===== config.mk =====
export PLATFORM = sky130hd
export DESIGN_NAME = key_report_to_press_release_events
export DESIGN_NICKNAME = d
export VERILOG_FILES = /design/src/rtl/core/krpr_pkg.sv /design/src/rtl/core/krpr_held_ram.sv /design/src/rtl/core/krpr_evt_out.sv /design/src/rtl/core/key_report_to_press_release_events.sv
export SDC_FILE = /design/constraint.sdc
export NUM_CORES = 1
export LEC_CHECK = 0
export BUFFER_PORTS_ARGS = -buffer_cell sky130_fd_sc_hd__clkbuf_2
export CORE_ASPECT_RATIO = 1.1
export CORE_MARGIN = 2
export CORE_UTILIZATION = 47
export DETAILED_ROUTE_END_ITERATION = 16
export HOLD_SLACK_MARGIN = 0.1
export MAX_ROUTING_LAYER = met4
export PLACE_DENSITY = 0.71
export RECOVER_POWER = 25
export SYNTH_ARGS = -nofsm -noshare
export SYNTH_HDL_FRONTEND = slang
export SYNTH_SLANG_ARGS = --single-unit

===== constraint.sdc =====
create_clock -name i_clk -period 5.41 [get_ports i_clk]
set_input_delay 0 -clock i_clk [delete_from_list [all_inputs] [get_ports i_clk]]
set_output_delay 0 -clock i_clk [all_outputs]
set_load 0.02 [all_outputs]

===== src/rtl/core/krpr_pkg.sv =====
// ============================================================================
// krpr_pkg
// Shared types and constants for the key report press/release event block.
// ============================================================================
package krpr_pkg;

    // defaults for the top-level parameters
    localparam int C_HELD_SLOTS_DEF  = 8;
    localparam int C_REPORT_KEYS_DEF = 8;

    // fixed field widths and constants
    localparam int C_KEY_W       = 16;
    localparam int C_MOD_BITS    = 8;
    localparam int C_MAX_KEYS    = 8;
    localparam logic [C_KEY_W-1:0] C_MOD_CODE_BASE = 16'd300;
    localparam logic [C_KEY_W-1:0] C_MASK_RESET    = 16'h4000;
    localparam logic [C_KEY_W-1:0] C_EMPTY_CODE    = 16'h0000;

    // one keyboard report
    typedef struct packed {
        logic [7:0]         modifier_bits;
        logic [3:0]         key_count;
        logic [C_KEY_W-1:0] key_0;
        logic [C_KEY_W-1:0] key_1;
        logic [C_KEY_W-1:0] key_2;
        logic [C_KEY_W-1:0] key_3;
        logic [C_KEY_W-1:0] key_4;
        logic [C_KEY_W-1:0] key_5;
        logic [C_KEY_W-1:0] key_6;
        logic [C_KEY_W-1:0] key_7;
    } t_report;

    // one press or release event
    typedef struct packed {
        logic               is_release;
        logic [C_KEY_W-1:0] event_code;
        logic               last_event;
    } t_event;

    // sequencer to event stage
    typedef struct packed {
        logic               push;
        logic               flush;
        logic               is_release;
        logic [C_KEY_W-1:0] event_code;
    } t_evt_req;

    // event stage to sequencer
    typedef struct packed {
        logic free;
        logic pend_valid;
    } t_evt_stat;

    // sequencer states
    typedef enum logic [5:0] {
        S_IDLE  = 6'b000001,
        S_MODS  = 6'b000010,
        S_RD    = 6'b000100,
        S_CHK   = 6'b001000,
        S_PRESS = 6'b010000,
        S_DONE  = 6'b100000
    } t_state;

endpackage


===== src/rtl/core/krpr_held_ram.sv =====
// ============================================================================
// krpr_held_ram
// Held key code memory: one write port, one read port, registered read data.
// ============================================================================
module krpr_held_ram
    import krpr_pkg::*;
#(
    parameter int DEPTH  = C_HELD_SLOTS_DEF,
    parameter int ADDR_W = (DEPTH > 1) ? $clog2(DEPTH) : 1
) (
    input  logic               i_clk,
    input  logic               i_wr_en,
    input  logic [ADDR_W-1:0]  i_wr_addr,
    input  logic [C_KEY_W-1:0] i_wr_data,
    input  logic               i_rd_en,
    input  logic [ADDR_W-1:0]  i_rd_addr,
    output logic [C_KEY_W-1:0] o_rd_data
);

    logic [C_KEY_W-1:0] r_mem [DEPTH];
    logic [C_KEY_W-1:0] r_rd_data;

    // write port
    always_ff @(posedge i_clk) begin
        if (i_wr_en) begin
            r_mem[i_wr_addr] <= i_wr_data;
        end
    end

    // read port, registered read data
    always_ff @(posedge i_clk) begin
        if (i_rd_en) begin
            r_rd_data <= r_mem[i_rd_addr];
        end
    end

    assign o_rd_data = r_rd_data;

endmodule


===== src/rtl/core/krpr_evt_out.sv =====
// ============================================================================
// krpr_evt_out
// Event output stage: holds one pending event so the final event of a report
// can be flagged, and drives the output register toward the consumer.
// ============================================================================
module krpr_evt_out
    import krpr_pkg::*;
(
    input  logic      i_clk,
    input  logic      i_rst_n,
    input  t_evt_req  i_req,
    output t_evt_stat o_stat,
    output logic      o_out_valid,
    input  logic      i_out_ready,
    output t_event    o_out
);

    logic               r_out_valid;
    t_event             r_out;
    logic               r_pend_valid;
    logic               r_pend_rel;
    logic [C_KEY_W-1:0] r_pend_code;
    logic               w_free;
    logic               w_load;
    logic               w_flush;

    // output register can take a new transaction this cycle
    assign w_free  = !r_out_valid || i_out_ready;
    assign w_load  = i_req.push && r_pend_valid;
    assign w_flush = !i_req.push && i_req.flush && w_free && r_pend_valid;

    // control
    always_ff @(posedge i_clk) begin
        if (!i_rst_n) begin
            r_out_valid  <= 1'b0;
            r_pend_valid <= 1'b0;
        end else begin
            if (w_load || w_flush) begin
                r_out_valid <= 1'b1;
            end else if (i_out_ready) begin
                r_out_valid <= 1'b0;
            end
            if (i_req.push) begin
                r_pend_valid <= 1'b1;
            end else if (w_flush) begin
                r_pend_valid <= 1'b0;
            end
        end
    end

    // payload
    always_ff @(posedge i_clk) begin
        if (w_load || w_flush) begin
            r_out.is_release <= r_pend_rel;
            r_out.event_code <= r_pend_code;
            r_out.last_event <= w_flush;
        end
        if (i_req.push) begin
            r_pend_rel  <= i_req.is_release;
            r_pend_code <= i_req.event_code;
        end
    end

    assign o_stat.free       = w_free;
    assign o_stat.pend_valid = r_pend_valid;
    assign o_out_valid       = r_out_valid;
    assign o_out             = r_out;

    // a final event on the output means nothing of the report is still pending
    a_last_drained: assert property (@(posedge i_clk) disable iff (!i_rst_n)
        (r_out_valid && r_out.last_event) |-> !r_pend_valid)
        else $error("last event shown while an event is still pending");

endmodule


===== src/rtl/core/key_report_to_press_release_events.sv =====
// ============================================================================
// key_report_to_press_release_events
// Turns keyboard reports into key press and release events, keeping the
// previous modifier byte and a memory of held key codes.
// Events: each event waits in a pending register until the next one arrives, so
//   the final one can be flagged; a lone event shows only after the last state.
// Order: a report with keys walks the modifier bits, then every held slot, with
//   a check for each valid slot, then the report keys; an empty report is taken
//   with no events. A new report is taken only after the last one is done, and a
//   stalled consumer holds the sequencer.
// Reset: mask to 0x4000, previous modifiers to zero, all slot valid bits
//   cleared so the held-key memory needs no clearing pass.
// ============================================================================
module key_report_to_press_release_events
    import krpr_pkg::*;
#(
    parameter int HELD_SLOTS  = C_HELD_SLOTS_DEF,
    parameter int REPORT_KEYS = C_REPORT_KEYS_DEF
) (
    input  logic               i_clk,
    input  logic               i_rst_n,
    input  logic               i_cfg_valid,
    output logic               o_cfg_ready,
    input  logic [C_KEY_W-1:0] i_cfg_data,
    input  logic               i_in_valid,
    output logic               o_in_ready,
    input  t_report            i_in,
    output logic               o_out_valid,
    input  logic               i_out_ready,
    output t_event             o_out
);

    localparam int SLOT_W = (HELD_SLOTS > 1) ? $clog2(HELD_SLOTS) : 1;
    localparam int SCNT_W = $clog2(HELD_SLOTS + 1);
    localparam int KEY_IW = (REPORT_KEYS > 1) ? $clog2(REPORT_KEYS) : 1;
    localparam int KIDX_W = $clog2(REPORT_KEYS + 1);
    localparam int BIT_W  = $clog2(C_MOD_BITS);

    t_state              r_state, n_state;
    logic [C_KEY_W-1:0]  r_mask;
    logic [7:0]          r_prev_mods, n_prev_mods;
    logic [7:0]          r_mods;
    logic [C_KEY_W-1:0]  r_codes [REPORT_KEYS];
    logic [KIDX_W-1:0]   r_count;
    logic                r_zero;
    logic [REPORT_KEYS-1:0] r_mark, n_mark;
    logic [HELD_SLOTS-1:0]  r_valid, n_valid;
    logic [BIT_W-1:0]    r_bit, n_bit;
    logic [SCNT_W-1:0]   r_slot, n_slot;
    logic [KIDX_W-1:0]   r_kidx, n_kidx;

    logic [C_KEY_W-1:0]  w_raw [C_MAX_KEYS];
    logic [KIDX_W-1:0]   w_count;
    logic                w_zero;
    logic                w_accept;
    logic                w_mod_chg;
    logic [C_KEY_W-1:0]  w_rd_data;
    logic [REPORT_KEYS-1:0] w_hit;
    logic                w_found;
    logic [C_KEY_W-1:0]  w_cur_code;
    logic [REPORT_KEYS-1:0] w_same;
    logic                w_has_free;
    logic [SLOT_W-1:0]   w_free_slot;
    logic                w_rd_en;
    logic                w_wr_en;
    t_evt_req            w_req;
    t_evt_stat           w_stat;

    // report key fields as an array
    assign w_raw[0] = i_in.key_0;
    assign w_raw[1] = i_in.key_1;
    assign w_raw[2] = i_in.key_2;
    assign w_raw[3] = i_in.key_3;
    assign w_raw[4] = i_in.key_4;
    assign w_raw[5] = i_in.key_5;
    assign w_raw[6] = i_in.key_6;
    assign w_raw[7] = i_in.key_7;

    // saturate count and look for a zero code among the valid keys
    always_comb begin
        if (i_in.key_count > 4'(REPORT_KEYS)) begin
            w_count = KIDX_W'(REPORT_KEYS);
        end else begin
            w_count = KIDX_W'(i_in.key_count);
        end
        w_zero = 1'b0;
        for (int j = 0; j < REPORT_KEYS; j++) begin
            if ((KIDX_W'(j) < w_count) && ((w_raw[j] & ~r_mask) == C_EMPTY_CODE)) begin
                w_zero = 1'b1;
            end
        end
    end

    assign o_in_ready  = (r_state == S_IDLE);
    assign o_cfg_ready = 1'b1;
    assign w_accept    = i_in_valid && o_in_ready;

    // modifier bit under scan
    assign w_mod_chg = r_prev_mods[r_bit] ^ r_mods[r_bit];

    // held entry compared against every report key
    always_comb begin
        for (int j = 0; j < REPORT_KEYS; j++) begin
            w_hit[j] = (KIDX_W'(j) < r_count) && (r_codes[j] == w_rd_data);
        end
    end
    assign w_found = |w_hit;

    // report key under press and its duplicates
    assign w_cur_code = r_codes[r_kidx[KEY_IW-1:0]];
    always_comb begin
        for (int j = 0; j < REPORT_KEYS; j++) begin
            w_same[j] = (r_codes[j] == w_cur_code);
        end
    end

    // first free slot
    always_comb begin
        w_has_free  = 1'b0;
        w_free_slot = '0;
        for (int i = HELD_SLOTS - 1; i >= 0; i--) begin
            if (!r_valid[i]) begin
                w_has_free  = 1'b1;
                w_free_slot = SLOT_W'(i);
            end
        end
    end

    // sequencer
    always_comb begin
        n_state     = r_state;
        n_prev_mods = r_prev_mods;
        n_mark      = r_mark;
        n_valid     = r_valid;
        n_bit       = r_bit;
        n_slot      = r_slot;
        n_kidx      = r_kidx;
        w_req       = '0;
        w_rd_en     = 1'b0;
        w_wr_en     = 1'b0;
        unique case (r_state)
            S_IDLE: begin
                if (w_accept && (w_count != '0)) begin
                    n_state = S_MODS;
                    n_bit   = '0;
                    n_mark  = '0;
                end
            end
            S_MODS: begin
                w_req.is_release = r_prev_mods[r_bit];
                w_req.event_code = C_MOD_CODE_BASE + C_KEY_W'(r_bit);
                if (!w_mod_chg || w_stat.free) begin
                    w_req.push = w_mod_chg;
                    if (r_bit == BIT_W'(C_MOD_BITS - 1)) begin
                        n_state     = S_RD;
                        n_slot      = '0;
                        n_prev_mods = r_mods;
                    end else begin
                        n_bit = r_bit + 1'b1;
                    end
                end
            end
            S_RD: begin
                if (r_slot == SCNT_W'(HELD_SLOTS)) begin
                    n_state = S_PRESS;
                    n_kidx  = '0;
                end else if (!r_valid[r_slot[SLOT_W-1:0]]) begin
                    n_slot = r_slot + 1'b1;
                end else begin
                    w_rd_en = 1'b1;
                    n_state = S_CHK;
                end
            end
            S_CHK: begin
                w_req.is_release = 1'b1;
                w_req.event_code = w_rd_data;
                if (r_zero || !w_found) begin
                    if (w_stat.free) begin
                        w_req.push                  = 1'b1;
                        n_valid[r_slot[SLOT_W-1:0]] = 1'b0;
                        n_slot                      = r_slot + 1'b1;
                        n_state                     = S_RD;
                    end
                end else begin
                    n_mark  = r_mark | w_hit;
                    n_slot  = r_slot + 1'b1;
                    n_state = S_RD;
                end
            end
            S_PRESS: begin
                w_req.is_release = 1'b0;
                w_req.event_code = w_cur_code;
                if (r_kidx == r_count) begin
                    n_state = S_DONE;
                end else if ((w_cur_code == C_EMPTY_CODE) || r_mark[r_kidx[KEY_IW-1:0]]
                             || !w_has_free) begin
                    n_kidx = r_kidx + 1'b1;
                end else if (w_stat.free) begin
                    w_req.push           = 1'b1;
                    w_wr_en              = 1'b1;
                    n_valid[w_free_slot] = 1'b1;
                    n_mark               = r_mark | w_same;
                    n_kidx               = r_kidx + 1'b1;
                end
            end
            S_DONE: begin
                w_req.flush = 1'b1;
                if (!w_stat.pend_valid || w_stat.free) begin
                    n_state = S_IDLE;
                end
            end
            default: begin
                n_state = S_IDLE;
            end
        endcase
    end

    // control registers
    always_ff @(posedge i_clk) begin
        if (!i_rst_n) begin
            r_state     <= S_IDLE;
            r_mask      <= C_MASK_RESET;
            r_prev_mods <= '0;
            r_valid     <= '0;
            r_mark      <= '0;
            r_bit       <= '0;
            r_slot      <= '0;
            r_kidx      <= '0;
        end else begin
            r_state     <= n_state;
            r_prev_mods <= n_prev_mods;
            r_valid     <= n_valid;
            r_mark      <= n_mark;
            r_bit       <= n_bit;
            r_slot      <= n_slot;
            r_kidx      <= n_kidx;
            if (i_cfg_valid && o_cfg_ready) begin
                r_mask <= i_cfg_data;
            end
        end
    end

    // report capture
    always_ff @(posedge i_clk) begin
        if (w_accept) begin
            r_mods  <= i_in.modifier_bits;
            r_count <= w_count;
            r_zero  <= w_zero;
            for (int j = 0; j < REPORT_KEYS; j++) begin
                r_codes[j] <= w_raw[j] & ~r_mask;
            end
        end
    end

    // held-key memory
    krpr_held_ram #(
        .DEPTH  (HELD_SLOTS),
        .ADDR_W (SLOT_W)
    ) u_held_ram (
        .i_clk     (i_clk),
        .i_wr_en   (w_wr_en),
        .i_wr_addr (w_free_slot),
        .i_wr_data (w_cur_code),
        .i_rd_en   (w_rd_en),
        .i_rd_addr (r_slot[SLOT_W-1:0]),
        .o_rd_data (w_rd_data)
    );

    // event output stage
    krpr_evt_out u_evt_out (
        .i_clk       (i_clk),
        .i_rst_n     (i_rst_n),
        .i_req       (w_req),
        .o_stat      (w_stat),
        .o_out_valid (o_out_valid),
        .i_out_ready (i_out_ready),
        .o_out       (o_out)
    );

    // no event of a finished report is left pending while idle
    a_idle_drained: assert property (@(posedge i_clk) disable iff (!i_rst_n)
        (r_state == S_IDLE) |-> !w_stat.pend_valid)
        else $error("event left pending after report finished");

    // a press only fills an empty slot and never stores an empty code
    a_write_free: assert property (@(posedge i_clk) disable iff (!i_rst_n)
        w_wr_en |-> (!r_valid[w_free_slot] && (w_cur_code != C_EMPTY_CODE)))
        else $error("press written to an occupied slot or with an empty code");

    // a memory read is always followed by its check
    a_read_check: assert property (@(posedge i_clk) disable iff (!i_rst_n)
        w_rd_en |=> (r_state == S_CHK))
        else $error("held-key read not followed by its check");

endmodule


==> flow_metrics.py <==
metrics = {
    "die": {
        "core_um2": 40000,
        "io_pins": 182,
        "dieHeight_um": 214,
        "die_w_um": 195,
        "start_util": 0.473,
        "rows": 77,
        "die_area_um2": 41900,
    },
    "logic_synthesis": {
        "netlist_area_um2": 18900,
        "postSynthCellCount": 1518,
        "synth_common_cells": "320 x edfxtp_1, 144 x xnor2_1, 134 x nor2b_1, 116 x xor2_1, 78 x a22oi_1",
        "synth_edf_count": 320,
        "yosysUniqueCellTypes": 64,
        "async_reset_ff_frac": 0,
        "synth_area_leaders": "edfxtp_1 51%, xnor2_1 6.7%, dfxtp_1 6.6%",
        "yosysSeqAreaShare": 0.574,
        "yosys_most_used_dff": "edfxtp_1",
        "synth_top_area_cell": "edfxtp_1",
        "synth_most_common_cell": "edfxtp_1",
        "syn_avg_cell_area_um2": 12.5,
        "synth_nets": 1684,
        "netlist.area_leader.share": 0.508,
        "yosys_warnings": 0,
        "synth_seq_cells": 382,
    },
    "grt": {
        "use_met2": 0.525,
        "use_met1": 0.399,
        "antenna_found_initial": 2,
        "grt-busiest-layer": "met2",
        "track_usage": 0.333,
        "grt_overflow": 0,
        "gr-usage-met3": 0.0547,
        "grt_first_pass_wirelength_um": 98000,
        "grt_max_degree": 140,
        "first_global_vias": 14800,
    },
    "power_and_ir_drop": {
        "power_frac_seq": 0.475,
        "p_leak_uw": 0.00811,
        "power.switching_uw": 1940,
        "swShare": 0.252,
        "p_clk_frac": 0.403,
        "combPwrFrac": 0.122,
        "ir_drop_v": 0.000255,
        "p_int_uw": 5740,
        "pwr_density_cell_nw_per_um2": 326,
    },
    "finish": {
        "drive_gt1_frac": 0.163,
        "layout.nets": 2028,
        "synthToLayoutAreaGrowth_pct": 24.4,
        "postLayoutCellArea_um2": 23500,
        "nFillCells": 3140,
    },
    "min_path": {
        "hold_path_class": "input port to flip-flop",
        "min_path_cells": 3,
    },
    "drt": {
        "routed_wl_um": 67700,
        "drt-initial-drc-count": 1676,
        "drc_errors": 0,
        "via_per_inst": 6.10,
        "drt-pass1-iter-count": 6,
        "detail_route.wl_per_cell_um": 28.1,
        "ant_nets": 0,
        "vias": 14700,
    },
    "sta": {
        "maxSlewHeadroom": -0.515,
        "slew_violations": 40,
        "finalSetupViolCount": 0,
        "tns_ps": 0,
        "hold_slack_ps": 141,
        "skew_ps": 27.6,
        "finalHoldViolations": 0,
        "timing.fmax_mhz": 234,
        "fin_crit_ps": 4270,
        "tightest_slew_ps": 2270,
        "period_share": 0.788,
        "rsz0062_at_grt": "false",
    },
    "critical_path": {
        "critPathMaxFanout": 19,
        "path_cells": "buf_4 > mux4_2 > mux2i_4 > inv_2 > o41ai_4 > or3_1 > nor2_1 > nand4b_1 > inv_1",
        "crit_type": "flip-flop to flip-flop",
        "arrival_ps": 4450,
        "crit_buf_inv": 3,
        "cp_slowest_cell": "mux4_2",
        "endpoint_kind": "flip-flop",
        "cpPeakStageDelay_ps": 590,
        "start_kind": "flip-flop",
        "worstPathRequired_ps": 5590,
        "rr_worst_depth": 9,
        "crit_cells": 9,
        "crit_family": "multiplexers",
    },
    "clocking": {
        "clock_sinks": 382,
        "clkTransAtPathRegs_ps": 60,
        "clk_latency_ps": 560,
        "clock_path_buffers": 3,
        "post_cts_resized": 0,
        "h-tree-depth": 2,
        "numCtsBuffers": 39,
        "tritoncts": "done",
        "root_buffer": "clkbuf_16",
    },
    "run_status": {
        "violations": "capacitance limit, slew limit",
        "status": "complete, but fails checks",
    },
    "placed_design": {
        "dpl.hpwl_um": 46800,
        "numPortBuffers": 180,
        "routabilityCongestion": 1.04,
        "placed_area_um2": 20500,
    },
    "run": {
        "max_cap_viol_count": 1,
    },
}
## power by group through the flow
stage	Sequential [uW]	Clock [uW]	Combinational [uW]
after global placement	3690	0	807
after global routing	3640	3230	999
after CTS	3630	3110	910
final	3650	3090	936
after detailed placement	3690	0	816
after floorplan	3580	0	543
## cell type report
type                    instances  area (um2)  area share
well taps                     513         642      0.0273
diodes                          2        5.00    0.000213
multi-input cells            1028        7670       0.326
repair buffers                378        2760       0.117
flip-flops and latches        382       10900       0.461
clock buffers                  47        1030      0.0436
inverters                      33         124     0.00527
clock inverters                25         438      0.0186
## cells in the final DEF (no fill, tap or decap), drive strengths merged, types with 6 or more instances in the layout
master,netlist,final
a21oi,19,19
a22oi,78,78
a31oi,6,6
and3,6,6
buf,25,34
bufinv,0,12
clkbuf,50,230
clkinv,0,8
dfxtp,62,62
dlygate4sd3,0,161
edfxtp,320,320
inv,33,38
mux2i,62,62
mux4,27,27
nand2,59,59
nand2b,7,7
nand3,34,34
nand3b,6,6
nand4,58,58
nor2,66,66
nor2b,134,134
nor3,25,25
nor4,62,62
o211ai,6,6
o21a,6,6
o21ai,40,40
or3,7,7
xnor2,144,144
xor2,116,116
## sequential cells by signal, summed over array words and instances, names as in the netlist, named ones only
| name | count |
|---|---|
| r_valid | 8 |
| u_evt_out.o_out | 18 |
| r_codes | 128 |
| r_count | 4 |
| r_mask | 16 |
| u_evt_out.o_out_valid | 1 |
| r_prev_mods | 8 |
| r_kidx | 4 |
| r_mark | 8 |
| u_held_ram.r_mem | 128 |
| r_bit | 3 |
| u_evt_out.r_pend_valid | 1 |
| r_zero | 1 |
| u_held_ram.o_rd_data | 16 |
| u_evt_out.r_pend_code | 16 |
| r_mods | 8 |
| r_state | 6 |
| u_evt_out.r_pend_rel | 1 |
| r_slot | 4 |
## worst paths after layout
check / end / slack [ps] / startpoint
max: u_held_ram.r_mem[5][11]$_DFFE_PP_ / 1140 / flip-flop
min: r_mask[4]$_SDFFE_PN0P_ / 140 / i_cfg_valid
max reg2reg: u_held_ram.r_mem[5][11]$_DFFE_PP_ / 1140 / flip-flop
min reg2reg: u_evt_out.o_out[8]$_DFFE_PP_ / 420 / u_evt_out.r_pend_code[7]$_DFFE_PP_
## what timing repair did
item	4_1_cts	5_1_grt
hold endpoints to repair	172	0
buffers inserted	0	0
setup endpoints to repair	0	0
hold buffers	161	0
## logic make-up (layout without fill, tap and decap cells)
group / after synthesis / count (layout) / synth area share
adder cells (fa/ha/maj): 5 / 5 / 0.00331
AO/OA/AOI/OAI: 190 / 190 / 0.0698
other: 1 / 3 / 0.000198
AND/OR/NAND/NOR: 481 / 481 / 0.141
buffers and inverters: 108 / 483 / 0.0237
XOR/XNOR: 260 / 260 / 0.120
flip-flops: 382 / 382 / 0.574
multiplexers: 91 / 91 / 0.0683
## routing by layer
| layer | part of all wire | routed length (um) |
|---|---|---|
| met1 | 0.37 | 25200 |
| met2 | 0.47 | 31500 |
| met3 | 0.085 | 5730 |
| met4 | 0.077 | 5200 |
| met5 | 0 | 0 |
## per-stage QoR
step | instances | total power [uW] | setup WS [ps] | utilization
4_1_cts | 2406 | 7650 | 1140 | 0.589
3_5_place_dp | 2173 | 4510 | 1160 | 0.512
2_1_floorplan | 1518 | 4120 | 551 | -
6_report | 2408 | 7680 | 1140 | 0.588
3_3_place_gp | 2173 | 4500 | 1250 | 0.512
5_1_grt | 2408 | 7870 | 892 | 0.588
## worst reg2reg max path, delay by kind of cell, from the launching register on
| family | cells | cell delay, ps |
|---|---|---|
| buf+inv | 3 | 950 |
| simple gates | 3 | 730 |
| mux | 2 | 1170 |
| compound gates | 1 | 550 |
| flops | 1 | 500 |
Note: power is estimated with default switching activity, not from simulation.
